--- config.mk ---
export PLATFORM = sky130hd
export DESIGN_NAME = id_number_checksum_validator
export DESIGN_NICKNAME = d
export VERILOG_FILES = /design/src/idck_pkg.sv /design/src/idck_step.sv /design/src/id_number_checksum_validator.sv
export SDC_FILE = /design/constraint.sdc
export NUM_CORES = 1
export LEC_CHECK = 0
export ABC_AREA = 1
export BUFFER_PORTS_ARGS = -buffer_cell sky130_fd_sc_hd__buf_2
export CAP_MARGIN = 20
export CORE_AREA = 2 2 120 122
export CTS_CLUSTER_SIZE = 10
export DETAILED_ROUTE_END_ITERATION = 16
export DIE_AREA = 0 0 122 124
export GPL_ROUTABILITY_DRIVEN = 0
export PLACE_DENSITY = 0.87
export SKIP_LAST_GASP = 1
export SLEW_MARGIN = 20
export SYNTH_ARGS = -nofsm -noshare
export SYNTH_HDL_FRONTEND = slang
export SYNTH_SLANG_ARGS = --single-unit
--- constraint.sdc ---
create_clock -name aclk -period 10.1 [get_ports aclk]
set_input_delay 2.02 -clock aclk [delete_from_list [all_inputs] [get_ports aclk]]
set_output_delay 2.02 -clock aclk [all_outputs]
set_load 0.02 [all_outputs]
--- src/idck_pkg.sv ---
`default_nettype none
// ----------------------------------------------------------------------------
// idck_pkg
// Types, character codes and per-character helper functions shared by the
// identity number checksum validator.
// ----------------------------------------------------------------------------
package idck_pkg;

    localparam int unsigned RES_W = 41;
    localparam int unsigned TDATA_OUT_W = 48;

    localparam logic [7:0] CHAR_0     = 8'h30;
    localparam logic [7:0] CHAR_1     = 8'h31;
    localparam logic [7:0] CHAR_2     = 8'h32;
    localparam logic [7:0] CHAR_8     = 8'h38;
    localparam logic [7:0] CHAR_9     = 8'h39;
    localparam logic [7:0] CHAR_UP_X  = 8'h58;
    localparam logic [7:0] CHAR_LO_X  = 8'h78;
    localparam logic [7:0] CHAR_UP_O  = 8'h4F;
    localparam logic [7:0] CHAR_LO_O  = 8'h6F;
    localparam logic [7:0] CHAR_UP_I  = 8'h49;
    localparam logic [7:0] CHAR_LO_I  = 8'h69;
    localparam logic [7:0] CHAR_UP_L  = 8'h4C;
    localparam logic [7:0] CHAR_LO_L  = 8'h6C;
    localparam logic [7:0] CHAR_UP_Z  = 8'h5A;
    localparam logic [7:0] CHAR_LO_Z  = 8'h7A;
    localparam logic [7:0] CHAR_UP_B  = 8'h42;
    localparam logic [7:0] LEAD_BYTE  = 8'hC3;
    localparam logic [7:0] CONT_BYTE  = 8'h97;

    localparam logic [4:0] BODY_LEN   = 5'd17;
    localparam logic [4:0] FULL_LEN   = 5'd18;
    localparam logic [4:0] SAT_MAX    = 5'd31;
    localparam logic [13:0] YEAR_MIN  = 14'd1900;
    localparam logic [13:0] YEAR_MAX  = 14'd2100;
    localparam logic [3:0] CHECK_X    = 4'd10;

    typedef struct packed {
        logic [4:0]  raw_position;
        logic [4:0]  clean_count;
        logic        lead_pending;
        logic        format_broken;
        logic [3:0]  residue;
        logic [7:0]  final_char;
        logic [13:0] year_accum;
        logic [6:0]  month_accum;
        logic [6:0]  day_accum;
        logic        parity_odd;
    } idck_state_t;

    localparam idck_state_t STATE_RESET = '0;

    typedef struct packed {
        logic [4:0]  cleaned_length;
        logic [3:0]  expected_check;
        logic        is_male;
        logic [6:0]  birth_day;
        logic [6:0]  birth_month;
        logic [13:0] birth_year;
        logic        date_valid;
        logic        check_match;
        logic        form_ok;
    } idck_result_t;

    function automatic logic is_digit(input logic [7:0] c);
        return (c >= CHAR_0) && (c <= CHAR_9);
    endfunction

    function automatic logic [3:0] weight_of(input logic [4:0] k);
        logic [3:0] w;
        case (k)
            5'd0, 5'd10:  w = 4'd7;
            5'd1, 5'd11:  w = 4'd9;
            5'd2, 5'd12:  w = 4'd10;
            5'd3, 5'd13:  w = 4'd5;
            5'd4, 5'd14:  w = 4'd8;
            5'd5, 5'd15:  w = 4'd4;
            5'd6, 5'd16:  w = 4'd2;
            5'd7:         w = 4'd1;
            5'd8:         w = 4'd6;
            5'd9:         w = 4'd3;
            default:      w = 4'd0;
        endcase
        return w;
    endfunction

    // Reduces a value below 176 modulo 11 by conditional subtraction.
    function automatic logic [3:0] mod11(input logic [7:0] v);
        logic [7:0] r;
        r = v;
        if (r >= 8'd88) r = r - 8'd88;
        if (r >= 8'd44) r = r - 8'd44;
        if (r >= 8'd22) r = r - 8'd22;
        if (r >= 8'd11) r = r - 8'd11;
        return r[3:0];
    endfunction

    function automatic logic [7:0] map_byte(input logic [7:0] c, input logic last);
        logic [7:0] m;
        case (c)
            CHAR_UP_O, CHAR_LO_O:                       m = CHAR_0;
            CHAR_UP_I, CHAR_LO_I, CHAR_UP_L, CHAR_LO_L: m = CHAR_1;
            CHAR_UP_Z, CHAR_LO_Z:                       m = CHAR_2;
            CHAR_UP_B:                                  m = CHAR_8;
            default:                                    m = c;
        endcase
        if (last && (m == CHAR_LO_X)) m = CHAR_UP_X;
        return m;
    endfunction

    function automatic idck_state_t push_clean(input idck_state_t s, input logic [7:0] c);
        idck_state_t n;
        logic [3:0] d;
        logic [7:0] prod;
        n = s;
        d = c[3:0] - CHAR_0[3:0];
        prod = d * weight_of(s.clean_count);
        if (s.clean_count < BODY_LEN) begin
            if (is_digit(c)) begin
                n.residue = mod11(8'(s.residue) + prod);
                if (s.clean_count >= 5'd6 && s.clean_count <= 5'd9) begin
                    n.year_accum = 14'((s.year_accum << 3) + (s.year_accum << 1) + 14'(d));
                end else if (s.clean_count >= 5'd10 && s.clean_count <= 5'd11) begin
                    n.month_accum = 7'((s.month_accum << 3) + (s.month_accum << 1) + 7'(d));
                end else if (s.clean_count >= 5'd12 && s.clean_count <= 5'd13) begin
                    n.day_accum = 7'((s.day_accum << 3) + (s.day_accum << 1) + 7'(d));
                end else if (s.clean_count == 5'd16) begin
                    n.parity_odd = d[0];
                end
            end else begin
                n.format_broken = 1'b1;
            end
        end else if (s.clean_count == BODY_LEN) begin
            n.final_char = c;
        end
        if (s.clean_count < SAT_MAX) n.clean_count = s.clean_count + 5'd1;
        return n;
    endfunction

endpackage
`default_nettype wire

--- src/idck_step.sv ---
`default_nettype none
// ----------------------------------------------------------------------------
// idck_step
// Cleans one raw byte, folds it into the running state and forms the
// end-of-string result.
// ----------------------------------------------------------------------------
module idck_step (
    input  var idck_pkg::idck_state_t  state_in,
    input  wire logic [7:0]            raw_byte,
    input  wire logic                  end_of_string,
    output idck_pkg::idck_state_t      state_out,
    output idck_pkg::idck_result_t     result
);
    import idck_pkg::*;

    idck_state_t s;
    logic        fmt;
    logic        date_ok;
    logic        check_ok;
    logic [4:0]  raw_diff;
    logic [3:0]  expv;
    logic [3:0]  lastv;

    always_comb begin
        s = state_in;
        s.lead_pending = 1'b0;
        if (state_in.lead_pending && (raw_byte == CONT_BYTE)) begin
            s = push_clean(s, CHAR_UP_X);
        end else begin
            if (state_in.lead_pending) s = push_clean(s, LEAD_BYTE);
            if (raw_byte == LEAD_BYTE) begin
                if (end_of_string) s = push_clean(s, LEAD_BYTE);
                else s.lead_pending = 1'b1;
            end else begin
                s = push_clean(s, map_byte(raw_byte,
                    end_of_string || (state_in.raw_position == BODY_LEN)));
            end
        end
        if (state_in.raw_position < SAT_MAX) s.raw_position = state_in.raw_position + 5'd1;
    end

    assign raw_diff = 5'd12 - 5'(s.residue);
    assign fmt = (s.clean_count == FULL_LEN) && !s.format_broken &&
                 (is_digit(s.final_char) || (s.final_char == CHAR_UP_X));
    assign expv = fmt ? ((raw_diff >= 5'd11) ? 4'(raw_diff - 5'd11) : raw_diff[3:0]) : 4'd0;
    assign lastv = (s.final_char == CHAR_UP_X) ? CHECK_X : 4'(s.final_char - CHAR_0);
    assign check_ok = fmt && (lastv == expv);
    assign date_ok = fmt && (s.year_accum >= YEAR_MIN) && (s.year_accum <= YEAR_MAX) &&
                     (s.month_accum >= 7'd1) && (s.month_accum <= 7'd12) &&
                     (s.day_accum >= 7'd1) && (s.day_accum <= 7'd31);

    always_comb begin
        result.form_ok        = fmt;
        result.check_match    = check_ok;
        result.date_valid     = date_ok;
        result.birth_year     = date_ok ? s.year_accum : 14'd0;
        result.birth_month    = date_ok ? s.month_accum : 7'd0;
        result.birth_day      = date_ok ? s.day_accum : 7'd0;
        result.is_male        = fmt && s.parity_odd;
        result.expected_check = expv;
        result.cleaned_length = s.clean_count;
    end

    assign state_out = end_of_string ? STATE_RESET : s;

endmodule
`default_nettype wire

--- src/id_number_checksum_validator.sv ---
`default_nettype none
// ----------------------------------------------------------------------------
// id_number_checksum_validator
// Streaming validator for 18-character identity numbers with a MOD 11-2
// check character.
// ----------------------------------------------------------------------------
// The block takes one raw byte per cycle and produces one result transaction
// for each byte marked by s_tlast. A byte passes through an input register and
// then through the cleaning and accumulation logic into the state and result
// registers, and the result register drives the output transaction.
// Bytes that do not end a string keep flowing while a result waits on the
// output; only a final byte is held back while the output register is full.
// ----------------------------------------------------------------------------
module id_number_checksum_validator (
    input  wire logic        aclk,
    input  wire logic        aresetn,
    input  wire logic        s_tvalid,
    output logic             s_tready,
    input  wire logic [7:0]  s_tdata,   // raw_byte
    input  wire logic        s_tlast,   // end_of_string
    output logic             m_tvalid,
    input  wire logic        m_tready,
    output logic [47:0]      m_tdata    // form_ok, check_match, date_valid,
                                        // birth_year, birth_month, birth_day, is_male,
                                        // expected_check, cleaned_length, zero fill
);
    import idck_pkg::*;

    logic          in_valid_reg;
    logic [7:0]    in_byte_reg;
    logic          in_end_reg;
    idck_state_t   state_reg;
    idck_state_t   state_next;
    idck_result_t  result_next;
    logic          out_valid_reg;
    idck_result_t  out_data_reg;
    logic          advance;

    idck_step u_step (
        .state_in      (state_reg),
        .raw_byte      (in_byte_reg),
        .end_of_string (in_end_reg),
        .state_out     (state_next),
        .result        (result_next)
    );

    assign advance  = in_valid_reg && (!in_end_reg || !out_valid_reg || m_tready);
    assign s_tready = !in_valid_reg || advance;

    always_ff @(posedge aclk) begin
        if (!aresetn) begin
            in_valid_reg <= 1'b0;
        end else if (s_tready) begin
            in_valid_reg <= s_tvalid;
        end
    end

    always_ff @(posedge aclk) begin
        if (s_tready && s_tvalid) begin
            in_byte_reg <= s_tdata;
            in_end_reg  <= s_tlast;
        end
    end

    always_ff @(posedge aclk) begin
        if (!aresetn) begin
            state_reg     <= STATE_RESET;
            out_valid_reg <= 1'b0;
        end else begin
            if (advance) state_reg <= state_next;
            if (advance && in_end_reg) begin
                out_valid_reg <= 1'b1;
            end else if (m_tready) begin
                out_valid_reg <= 1'b0;
            end
        end
    end

    always_ff @(posedge aclk) begin
        if (advance && in_end_reg) begin
            out_data_reg <= result_next;
        end
    end

    assign m_tvalid = out_valid_reg;
    assign m_tdata  = {{(TDATA_OUT_W - RES_W){1'b0}}, out_data_reg};

endmodule
`default_nettype wire

# Yosys cells after proc, flatten, opt, wreduce, memory -nomap -nowiden
# Memory sizes are Yosys's and may differ from the RTL's.
# Cells that the tools add are included.
[op_classes]
add_sub_neg = 17
n_bitwise = 0
mux = 62
shifts = 0
mul = 1
div = 0
n_reduce_logical = 34
n_lt_le_gt_ge = 26
n_eq_ne = 20
[op_table]
columns = ["op", "count"]
rows = [
  ["8-bit 2-to-1 mux", 29],
  ["53-bit 2-to-1 mux", 3],
  ["48-bit 2-to-1 mux", 2],
  ["8-bit by 7-bit == test with 1-bit output, second input constant", 11],
  ["29-bit 2-to-1 mux", 2],
  ["42-bit 2-to-1 mux", 1],
  ["8-bit one-hot mux with 4 select lines", 1],
  ["4-bit 2-to-1 mux", 7],
  ["5-bit == test, second input constant", 5],
  ["5-bit < comparator, second input constant", 5],
  ["5-bit 2-to-1 mux", 5],
  ["8-bit by 6-bit >= comparator with 1-bit output, second input constant", 3],
  ["1-bit logical AND", 20],
  ["8-bit == test, second input constant", 2],
  ["8-bit by 6-bit <= comparator with 1-bit output, second input constant", 2],
  ["5-bit by 1-bit adder with 5-bit output, second input constant", 3],
  ["5-bit by 4-bit >= comparator with 1-bit output, second input constant", 3],
  ["5-bit by 4-bit <= comparator with 1-bit output, second input constant", 3],
  ["15-bit 2-to-1 mux", 1],
  ["14-bit adder", 1],
  ["14-bit by 4-bit adder with 14-bit output", 1],
  ["7-bit by 4-bit adder with 7-bit output", 2],
  ["7-bit adder", 2],
  ["14-bit by 11-bit >= comparator with 1-bit output, second input constant", 1],
  ["other kinds (27)", 45],
]
[word_totals]
latchBits = 0
input_bits = 13
n_memories = 1
out_inout_bits = 50
mem_bits_rw = 0
ff_bits = 105
rom_bits = 128
[mem_list]
columns = ["memory", "words", "width", "read_ports", "rd_clocked_by_memory_dff", "write_ports", "line", "rtl"]
rows = [
  ["(name not given)", 32, 4, 1, 0, 0, "idck_pkg.sv:71", "case (k)"],
]

# Depth between registers and ports, before layout
# Gate-level depths: netlist of run 1.
[logic_depth]
word_depth = 46
ltp_mapped = 71
ltp_nobuf = 70

# By module
# Synthesis of run 1 repeated with hierarchy kept, for this count alone.
[unflattened]
hier_cells = 1346
hier_area_um2 = 9200.1
[modules_own_cells]
columns = ["mod", "area_each_um2", "cells_per_inst", "seq_area_each_um2", "n_inst"]
rows = [
  ["idck_step", 5196.2, 926, 0.0, 1],
  ["id_number_checksum_validator", 4003.8, 420, 2602.5, 1],
]

# Least setup slack after synthesis of run 1
# No wires, ideal clock.
[synth_path]
kind = "register to register"
start = "reg state_reg[45] (netlist name)"
end = "reg out_data_reg, in the netlist m_tdata[1] (data pin)"
required_time_ns = 9.841
path_buffers = 1
t_arrival_ns = 8.118
setup_ns = 0.259
stages_incl_launch_ff = 61
slack_ns = 1.723
period_less_slack_ns = 8.377
cell_sequence = "dfxtp_1 -> buf_2 -> inv_2 -> nor3_4 -> nor2_1 -> o21ai_2 -> inv_1 -> ha_1 -> nor2_1 -> a211oi_1 -> nor3_1 -> inv_1 -> nand2_1 -> fa_1 -> fa_1 -> fa_1 -> inv_1 -> ha_1 -> [25 not listed] -> inv_1 -> nand3_2 -> nand2_4 -> nand2_4 -> inv_1 -> nor2_1 -> nor2_1 -> a22oi_1 -> ha_1 -> inv_1 -> nand3_1 -> nand2_1 -> inv_2 -> nand2_1 -> nand2_1 -> and3_4 -> xor2_1 -> nor3_2"
[synth_rtl]
columns = ["item", "line", "rtl"]
rows = [
  ["start, declared", "id_number_checksum_validator.sv:32", "idck_state_t state_reg;"],
  ["start signal, assigned", "id_number_checksum_validator.sv:70", "if (advance) state_reg <= state_next;"],
  ["end signal, assigned", "id_number_checksum_validator.sv:81", "out_data_reg <= result_next;"],
  ["end, declared", "id_number_checksum_validator.sv:36", "idck_result_t out_data_reg;"],
]

==> results of run 1 <==
layout make-up:
type / count / area, sq um / area share (%)
clock buffer: 9 / 225 / 2.48
clock inverter: 6 / 48.8 / 0.538
inverter: 180 / 689 / 7.60
multi-input combinational: 813 / 4970 / 54.8
sequential: 105 / 2600 / 28.7
tap: 180 / 225 / 2.48
timing repair buffer: 60 / 313 / 3.45
stage by stage:
step	setup slack [ps]	std cells	hold slack [ps]
global placement	1040	1338	450
CTS	690	1353	468
finish	743	1353	467
floorplan	1720	1129	442
detailed placement	713	1338	457
global route	45.6	1353	490
worst reg2reg max path: cells and delay by family, from the launching register on:
| family | cells | cell delay [ps] |
|---|---|---|
| flip-flops | 1 | 460 |
| buffers and inverters | 9 | 730 |
| AO/OA/AOI/OAI | 5 | 1250 |
| adder cells (fa/ha/maj) | 9 | 2860 |
| AND/OR/NAND/NOR | 38 | 3780 |
routing by layer:
layer / part of all wire [%] / track usage [%] / vias up
met4: 2.8 / 11.4 / 0
li1: - / - / 3758
met1: 43 / 32.5 / 3426
met2: 48 / 44.7 / 285
met3: 6.2 / 3.39 / 41
met5: 0 / 0 / -
cells in the final DEF (no fill, tap or decap), types with 17 or more instances in the layout:
| cell | netlist | layout |
|---|---|---|
| sky130_fd_sc_hd__o21ai_0 | 38 | 38 |
| sky130_fd_sc_hd__nand2_1 | 234 | 234 |
| sky130_fd_sc_hd__edfxtp_1 | 50 | 50 |
| sky130_fd_sc_hd__inv_1 | 152 | 151 |
| sky130_fd_sc_hd__nor2_1 | 99 | 98 |
| sky130_fd_sc_hd__o21ai_1 | 17 | 17 |
| sky130_fd_sc_hd__nand2_2 | 24 | 24 |
| sky130_fd_sc_hd__buf_2 | 4 | 55 |
| sky130_fd_sc_hd__dfxtp_1 | 55 | 55 |
| sky130_fd_sc_hd__a21oi_1 | 79 | 79 |
| sky130_fd_sc_hd__ha_1 | 66 | 66 |
| sky130_fd_sc_hd__nand3_1 | 51 | 51 |
| sky130_fd_sc_hd__inv_2 | 22 | 22 |
where the power goes:
part,internal [mW],total (mW),switching (mW)
registers,0.451,0.455,0.00388
logic,0.300,0.885,0.585
clock network,0.169,0.338,0.169
cells by family (layout without fill, tap and decap cells):
group                      Yosys count  in the layout  share of synthesized area [%]
muxes                                5              5                          0.642
DFF                                105            105                           31.1
other                                1             14                         0.0448
adders and majority gates           79             79                           13.0
xor gates and xnor gates            24             24                           2.51
buffers and inverters              211            255                           10.3
AOI/OAI and AO/OA                  190            190                           13.7
and+or+nand+nor                    501            501                           28.8
path summary, 6_finish.rpt:
kind	startpoint	to	slack, ps
setup / recovery	state_reg[45]	m_tdata[1]	740
hold / removal	state_reg[28]	state_reg[28]	470
setup reg to reg	state_reg[45]	m_tdata[1]	740
hold reg to reg	state_reg[28]	state_reg[28]	470
what timing repair did:
item / in CTS / in global routing
setup endpoints to repair: 0 / 1
buffers inserted: 0 / 0
hold endpoints to repair: 0 / 0
hold buffers: 0 / 0
gates resized for setup: 0 / 1
==> flow_summary.html, run 1 <==
<table>
<tr><th>Metric</th><th>Value</th></tr>
<tr><th colspan="2">Setup path</th></tr>
<tr><td>Critical path peak fanout</td><td>9</td></tr>
<tr><td>Worst reg-to-reg path cell count</td><td>61</td></tr>
<tr><td>CP startpoint kind</td><td>flop</td></tr>
<tr><td>Worst path buffer plus inverter count</td><td>9</td></tr>
<tr><td>Endpoint class of the critical path</td><td>flop</td></tr>
<tr><td>Largest stage delay on the critical path</td><td>510 ps</td></tr>
<tr><td>CP Class</td><td>reg2reg</td></tr>
<tr><td>Instance count on the critical path</td><td>61</td></tr>
<tr><td>Required time at the worst-slack endpoint</td><td>about 10000 ps</td></tr>
<tr><td>Top Family by Delay on Critical Path</td><td>simple AND/OR/NAND/NOR gates</td></tr>
<tr><td>Crit path arrival time</td><td>9470 ps</td></tr>
<tr><td>Critical Path Slowest Stage Cell</td><td>sky130_fd_sc_hd__fa_1</td></tr>
<tr><td>Worst path most repeated cell</td><td>sky130_fd_sc_hd__nand2_1</td></tr>
<tr><th colspan="2">Place</th></tr>
<tr><td>Buffers on Ports</td><td>55</td></tr>
<tr><td>Half-perimeter wire length after placement</td><td>14000 microns</td></tr>
<tr><td>Post-DP Area</td><td>0.00879 sq mm</td></tr>
<tr><th colspan="2">Final layout</th></tr>
<tr><td>Layout net count</td><td>1261</td></tr>
<tr><td>Antenna Diode Count</td><td>0</td></tr>
<tr><td>Share of the core filled with cells</td><td>roughly two thirds</td></tr>
<tr><td>Fraction of final layout cells sized beyond drive strength 1</td><td>16.5%</td></tr>
<tr><td>Area delta synth-&gt;final</td><td>8.29%</td></tr>
<tr><td>Number of flip-flops in the largest register</td><td>53</td></tr>
<tr><td>Finished Cell Area</td><td>just over 0.009 sq mm</td></tr>
<tr><td>Filler instances</td><td>1133</td></tr>
<tr><th colspan="2">STA</th></tr>
<tr><td>Tmin final</td><td>a little over 9000 ps</td></tr>
<tr><td>Tightest Pin Transition</td><td>735 ps</td></tr>
<tr><td>Summed negative setup slack over all endpoints</td><td>0 ps</td></tr>
<tr><td>Layout Skew</td><td>10.5 ps</td></tr>
<tr><td>Period utilization</td><td>between 90 and 100%</td></tr>
<tr><td>Setup Viol. Count Final</td><td>0</td></tr>
<tr><td>Maximum frequency from static timing analysis</td><td>107 MHz</td></tr>
<tr><td>Max-slew headroom</td><td>50.8%</td></tr>
<tr><td>RSZ-0062 raised after global routing</td><td>false</td></tr>
<tr><td>Number of pins exceeding their max-slew limit in the final report</td><td>0</td></tr>
<tr><td>Final number of hold-violating endpoints</td><td>0</td></tr>
<tr><th colspan="2">Global routing</th></tr>
<tr><td>Total gr overflow</td><td>0</td></tr>
<tr><td>Via count of the first global-routing pass</td><td>6871</td></tr>
<tr><td>Overall track demand over capacity in global routing</td><td>25.9%</td></tr>
<tr><td>Global-route wire length before repair</td><td>31500 microns</td></tr>
<tr><td>Antenna violations before repair</td><td>0</td></tr>
<tr><td>Maximum number of pins on one net before global-route repair</td><td>52</td></tr>
<tr><th colspan="2">Logic synthesis</th></tr>
<tr><td>Most numerous cell in the Yosys netlist</td><td>sky130_fd_sc_hd__nand2_1</td></tr>
<tr><td>Synth area leaders</td><td>sky130_fd_sc_hd__edfxtp_1 (18%), sky130_fd_sc_hd__dfxtp_1 (13%), sky130_fd_sc_hd__nand2_1 (10%)</td></tr>
<tr><td>Primary flip-flop cell chosen by synthesis mapping</td><td>sky130_fd_sc_hd__dfxtp_1</td></tr>
<tr><td>Library cell with the largest summed area after synthesis</td><td>sky130_fd_sc_hd__edfxtp_1</td></tr>
<tr><td>Synth Register Bits</td><td>105</td></tr>
<tr><td>Synthesized netlist cell count</td><td>approximately 1100</td></tr>
<tr><td>Sequential element share of the synthesized area</td><td>31.1%</td></tr>
<tr><td>Number of flops mapped to enable cells by yosys</td><td>50</td></tr>
<tr><td>Total standard cell area after synthesis</td><td>between 0.008 and 0.009 sq mm</td></tr>
<tr><td>Netlist cell types</td><td>67</td></tr>
<tr><td>Fraction of synthesized cell area taken by the top area cell type</td><td>17.9%</td></tr>
<tr><td>Leading cell types by count after synthesis</td><td>sky130_fd_sc_hd__nand2_1 (234), sky130_fd_sc_hd__inv_1 (152), sky130_fd_sc_hd__nor2_1 (99)</td></tr>
<tr><td>Synthesized area per cell</td><td>7.51 sq um</td></tr>
<tr><td>Async SR Flop Fraction</td><td>0%</td></tr>
<tr><td>Number of warnings issued by yosys</td><td>0</td></tr>
<tr><th colspan="2">Routing</th></tr>
<tr><td>Post-route DRC</td><td>0</td></tr>
<tr><td>Total Routed Length</td><td>18700 microns</td></tr>
<tr><td>First-pass detailed-route iteration total</td><td>5</td></tr>
<tr><td>Count of routing violations after the opening detailed-route iteration</td><td>675</td></tr>
<tr><td>Via total after detailed routing</td><td>7510</td></tr>
<tr><td>Routed Antenna Nets</td><td>0</td></tr>
<tr><td>Routed length per instance</td><td>13.8 microns</td></tr>
<tr><td>Vias per cell</td><td>5.55</td></tr>
<tr><th colspan="2">Pwr</th></tr>
<tr><td>Power, Total</td><td>1.68 mW</td></tr>
<tr><td>Power Dens Cells</td><td>185 mW/mm^2</td></tr>
<tr><td>Leakage power</td><td>4.12 nW</td></tr>
<tr><td>IR Drop Worst-Case VDD</td><td>around 200 uV</td></tr>
<tr><th colspan="2">Min path</th></tr>
<tr><td>Worst min-delay path class</td><td>reg2reg</td></tr>
<tr><td>Number of cells on the worst hold path</td><td>2</td></tr>
<tr><th colspan="2">Floorplanning</th></tr>
<tr><td>Number of ports placed on the die boundary</td><td>between 60 and 70</td></tr>
<tr><td>Initial Utilization</td><td>61.1%</td></tr>
<tr><td>Die outline height</td><td>124 microns</td></tr>
<tr><td>Chip Width</td><td>122 microns</td></tr>
<tr><td>Area of the die</td><td>0.0151 sq mm</td></tr>
<tr><td>Cell row count</td><td>43</td></tr>
<tr><td>Core Box Area</td><td>0.0137 sq mm</td></tr>
<tr><th colspan="2">Status</th></tr>
<tr><td>Result of the run</td><td>finished, final reports clean</td></tr>
<tr><th colspan="2">Clocking</th></tr>
<tr><td>Cell chosen for the clock root</td><td>sky130_fd_sc_hd__clkbuf_16</td></tr>
<tr><td>Clock transition at the registers of the reported paths</td><td>approximately 80 ps</td></tr>
<tr><td>CTS HTree Levels</td><td>3</td></tr>
<tr><td>CTS buffer count</td><td>9</td></tr>
<tr><td>Num Clock Sinks</td><td>about 110</td></tr>
<tr><td>Deepest clock path buffer count</td><td>2</td></tr>
<tr><td>CTS tree</td><td>yes</td></tr>
<tr><td>Insertion delay of the later-clocked pin in the worst-skew pair</td><td>370 ps</td></tr>
<tr><th colspan="2">Run</th></tr>
<tr><td>Max capacitance violation total</td><td>0</td></tr>
</table>
No activity file was read; power rests on OpenSTA's default activity.
==> run 2: changes to the inputs <==
- CORE_AREA: 2 2 120 122 -> 2 2 126 128
- DIE_AREA: 0 0 122 124 -> 0 0 128 130
- PLACE_DENSITY: 0.87 -> 0.84
- clock period: 10.1 -> 8.2 ns (I/O delays scaled with it)
==> run 2 against run 1 <==
Effect of this change: the run now ends with setup timing left; sequential power rose by 23%; maximum frequency rose by 11%; setup slack got worse by 970 ps; clock power rose by 20%; non-clock buffer count rose by 134; combinational power rose by 99%; global-route usage rose by 0.46 points; utilization rose by 2.9 points; count of clock-buffer cells in the layout rose by 2; worst hold slack got worse by 2.7 ps; clock skew fell by 1.1 ps; sequential share of layout area fell by 4.1 points.
==> flow_summary.html, run 2 (same netlist as run 1, synthesis figures left out) <==
<table>
<tr><th>Metric</th><th>Value</th></tr>
<tr><th colspan="2">Routing</th></tr>
<tr><td>Total Routed Length</td><td>between 20000 and 25000 microns</td></tr>
<tr><td>Via total after detailed routing</td><td>between 8000 and 9000</td></tr>
<tr><td>First-pass detailed-route iteration total</td><td>7</td></tr>
<tr><td>Count of routing violations after the opening detailed-route iteration</td><td>970</td></tr>
<tr><td>Post-route DRC</td><td>0</td></tr>
<tr><td>Routed Antenna Nets</td><td>0</td></tr>
<tr><td>Vias per cell</td><td>5.66</td></tr>
<tr><td>Routed length per instance</td><td>16.0 microns</td></tr>
<tr><th colspan="2">Final layout</th></tr>
<tr><td>Most frequent standard cell in the layout excluding fill and tap cells</td><td>sky130_fd_sc_hd__nand2_1</td></tr>
<tr><td>Antenna Diode Count</td><td>0</td></tr>
<tr><td>Highest-count cells in the layout ignoring fill and taps</td><td>sky130_fd_sc_hd__nand2_1 (214), sky130_fd_sc_hd__inv_1 (141), sky130_fd_sc_hd__buf_4 (136)</td></tr>
<tr><td>Number of flip-flops in the largest register</td><td>53</td></tr>
<tr><td>Area delta synth-&gt;final</td><td>27.1%</td></tr>
<tr><td>Filler instances</td><td>1121</td></tr>
<tr><td>Layout net count</td><td>between 1000 and 1500</td></tr>
<tr><td>Fraction of final layout cells sized beyond drive strength 1</td><td>between 30% and 40%</td></tr>
<tr><th colspan="2">STA</th></tr>
<tr><td>Layout Skew</td><td>between 9 and 10 ps</td></tr>
<tr><td>Number of pins exceeding their max-slew limit in the final report</td><td>0</td></tr>
<tr><td>Period utilization</td><td>103%</td></tr>
<tr><td>RSZ-0062 raised after global routing</td><td>true</td></tr>
<tr><td>Final number of hold-violating endpoints</td><td>0</td></tr>
<tr><td>Maximum frequency from static timing analysis</td><td>119 MHz</td></tr>
<tr><td>Summed negative setup slack over all endpoints</td><td>-791 ps</td></tr>
<tr><td>Tmin final</td><td>between 8000 and 9000 ps</td></tr>
<tr><td>Tightest Pin Transition</td><td>roughly 920 ps</td></tr>
<tr><td>Setup Viol. Count Final</td><td>5</td></tr>
<tr><td>Max-slew headroom</td><td>38.3%</td></tr>
<tr><td>Final worst slack</td><td>-222 ps</td></tr>
<tr><td>Post-Route Hold Slack</td><td>~460 ps</td></tr>
<tr><th colspan="2">Clocking</th></tr>
<tr><td>Insertion delay of the later-clocked pin in the worst-skew pair</td><td>360 ps</td></tr>
<tr><td>CTS buffer count</td><td>9</td></tr>
<tr><td>Cell chosen for the clock root</td><td>sky130_fd_sc_hd__clkbuf_16</td></tr>
<tr><td>Deepest clock path buffer count</td><td>2</td></tr>
<tr><td>CTS tree</td><td>yes</td></tr>
<tr><td>CTS HTree Levels</td><td>3</td></tr>
<tr><td>Num Clock Sinks</td><td>105</td></tr>
<tr><td>Clock transition at the registers of the reported paths</td><td>70 ps</td></tr>
<tr><th colspan="2">Floorplanning</th></tr>
<tr><td>Die outline height</td><td>130 microns</td></tr>
<tr><td>Chip Width</td><td>128 microns</td></tr>
<tr><td>Cell row count</td><td>46</td></tr>
<tr><td>Core Box Area</td><td>approximately 0.015 sq mm</td></tr>
<tr><td>Initial Utilization</td><td>~54%</td></tr>
<tr><td>Area of the die</td><td>0.0166 sq mm</td></tr>
<tr><td>Number of ports placed on the die boundary</td><td>63</td></tr>
<tr><th colspan="2">Pwr</th></tr>
<tr><td>Combinational fraction of design power</td><td>64.6%</td></tr>
<tr><td>Leakage power</td><td>4.90 nW</td></tr>
<tr><td>Net switching power</td><td>around 1.2 mW</td></tr>
<tr><td>Power share of the sequential group</td><td>20.5%</td></tr>
<tr><td>Power Dens Cells</td><td>256 mW/mm^2</td></tr>
<tr><td>Share of total power in the clock network</td><td>between 10% and 20%</td></tr>
<tr><td>Internal cell power</td><td>1.53 mW</td></tr>
<tr><td>IR Drop Worst-Case VDD</td><td>slightly below 300 uV</td></tr>
<tr><td>Net Sw Frac</td><td>roughly 44%</td></tr>
<tr><th colspan="2">Setup path</th></tr>
<tr><td>Endpoint class of the critical path</td><td>flop</td></tr>
<tr><td>Critical path peak fanout</td><td>6</td></tr>
<tr><td>Crit path arrival time</td><td>approximately 8600 ps</td></tr>
<tr><td>Required time at the worst-slack endpoint</td><td>8400 ps</td></tr>
<tr><td>CP startpoint kind</td><td>flop</td></tr>
<tr><td>Critical Path Slowest Stage Cell</td><td>sky130_fd_sc_hd__fa_1</td></tr>
<tr><td>Largest stage delay on the critical path</td><td>~530 ps</td></tr>
<tr><td>Worst path most repeated cell</td><td>sky130_fd_sc_hd__nand2_4</td></tr>
<tr><td>CP Class</td><td>reg2reg</td></tr>
<tr><th colspan="2">Min path</th></tr>
<tr><td>Worst min-delay path class</td><td>reg2reg</td></tr>
<tr><th colspan="2">Global routing</th></tr>
<tr><td>Global-route wire length before repair</td><td>~35000 microns</td></tr>
<tr><td>Antenna violations before repair</td><td>0</td></tr>
<tr><td>Overall track demand over capacity in global routing</td><td>26.4%</td></tr>
<tr><td>Maximum number of pins on one net before global-route repair</td><td>50</td></tr>
<tr><td>Via count of the first global-routing pass</td><td>between 7000 and 8000</td></tr>
<tr><td>Total gr overflow</td><td>0</td></tr>
<tr><th colspan="2">Status</th></tr>
<tr><td>Result of the run</td><td>finished, violations left</td></tr>
<tr><td>Violations in the final reports</td><td>setup timing</td></tr>
<tr><th colspan="2">Place</th></tr>
<tr><td>Half-perimeter wire length after placement</td><td>14300 microns</td></tr>
<tr><td>Pre-CTS setup slack</td><td>-349 ps</td></tr>
<tr><td>Buffers on Ports</td><td>55</td></tr>
<tr><th colspan="2">Run</th></tr>
<tr><td>Max capacitance violation total</td><td>0</td></tr>
</table>
run 2: cell type report:
type	count	area [sq um]	area share [%]
tap	192	240	2.26
clock buffer	11	233	2.19
sequential	105	2620	24.6
multi-input combinational	813	5450	51.2
inverter	180	706	6.63
timing repair inverter	3	21.3	0.200
clock inverter	5	38.8	0.364
timing repair buffer	194	1340	12.6
run 2: worst max-delay path, delay by kind of cell (launching register included):
kind / cells / cell delay, ps
buffers and inverters: 11 / 740
AO/OA/AOI/OAI: 5 / 960
flip-flops: 1 / 370
AND/OR/NAND/NOR: 38 / 3350
adder cells (fa/ha/maj): 9 / 2810
run 2: through the flow:
stage	area [sq um]	utilization (%)	total power [mW]	instances
floorplan	8440	-	1.51	1129
global placement	9160	59.4	1.76	1395
detailed placement	9160	59.4	1.80	1395
CTS	10100	65.2	2.35	1477
global route	10600	69.0	2.88	1503
finish	10600	69.0	2.72	1503
run 2: timing repair:
item	CTS	global route
hold buffers	0	0
pin swaps	26	59
buffers inserted	66	29
gates resized for setup	34	96
cloned	0	3
setup endpoints to repair	5	30
run 2: power groups by stage:
stage | Combinational (mW) | Clock [mW] | Sequential, mW
2_1_floorplan | 0.930 | 0 | 0.576
3_3_place_gp | 1.19 | 0 | 0.572
3_5_place_dp | 1.22 | 0 | 0.572
4_1_cts | 1.38 | 0.409 | 0.560
5_1_grt | 1.89 | 0.426 | 0.560
6_report | 1.76 | 0.404 | 0.559
run 2: metal layers:
metal	share of wire (%)	vias to the layer above	track usage (%)
met2	50	451	45.8
met5	0	-	0
li1	-	4020	-
met4	4.7	0	13.8
met1	39	3924	30.8
met3	6.9	108	5.58
run 2: worst paths after layout:
check	from	to	slack (ps)	cells after the start
min	state_reg[0]	state_reg[0]	460	2
min reg2reg	state_reg[0]	state_reg[0]	460	2
max reg2reg	state_reg[47]	m_tdata[1]	-220	63
max	state_reg[47]	m_tdata[1]	-220	63
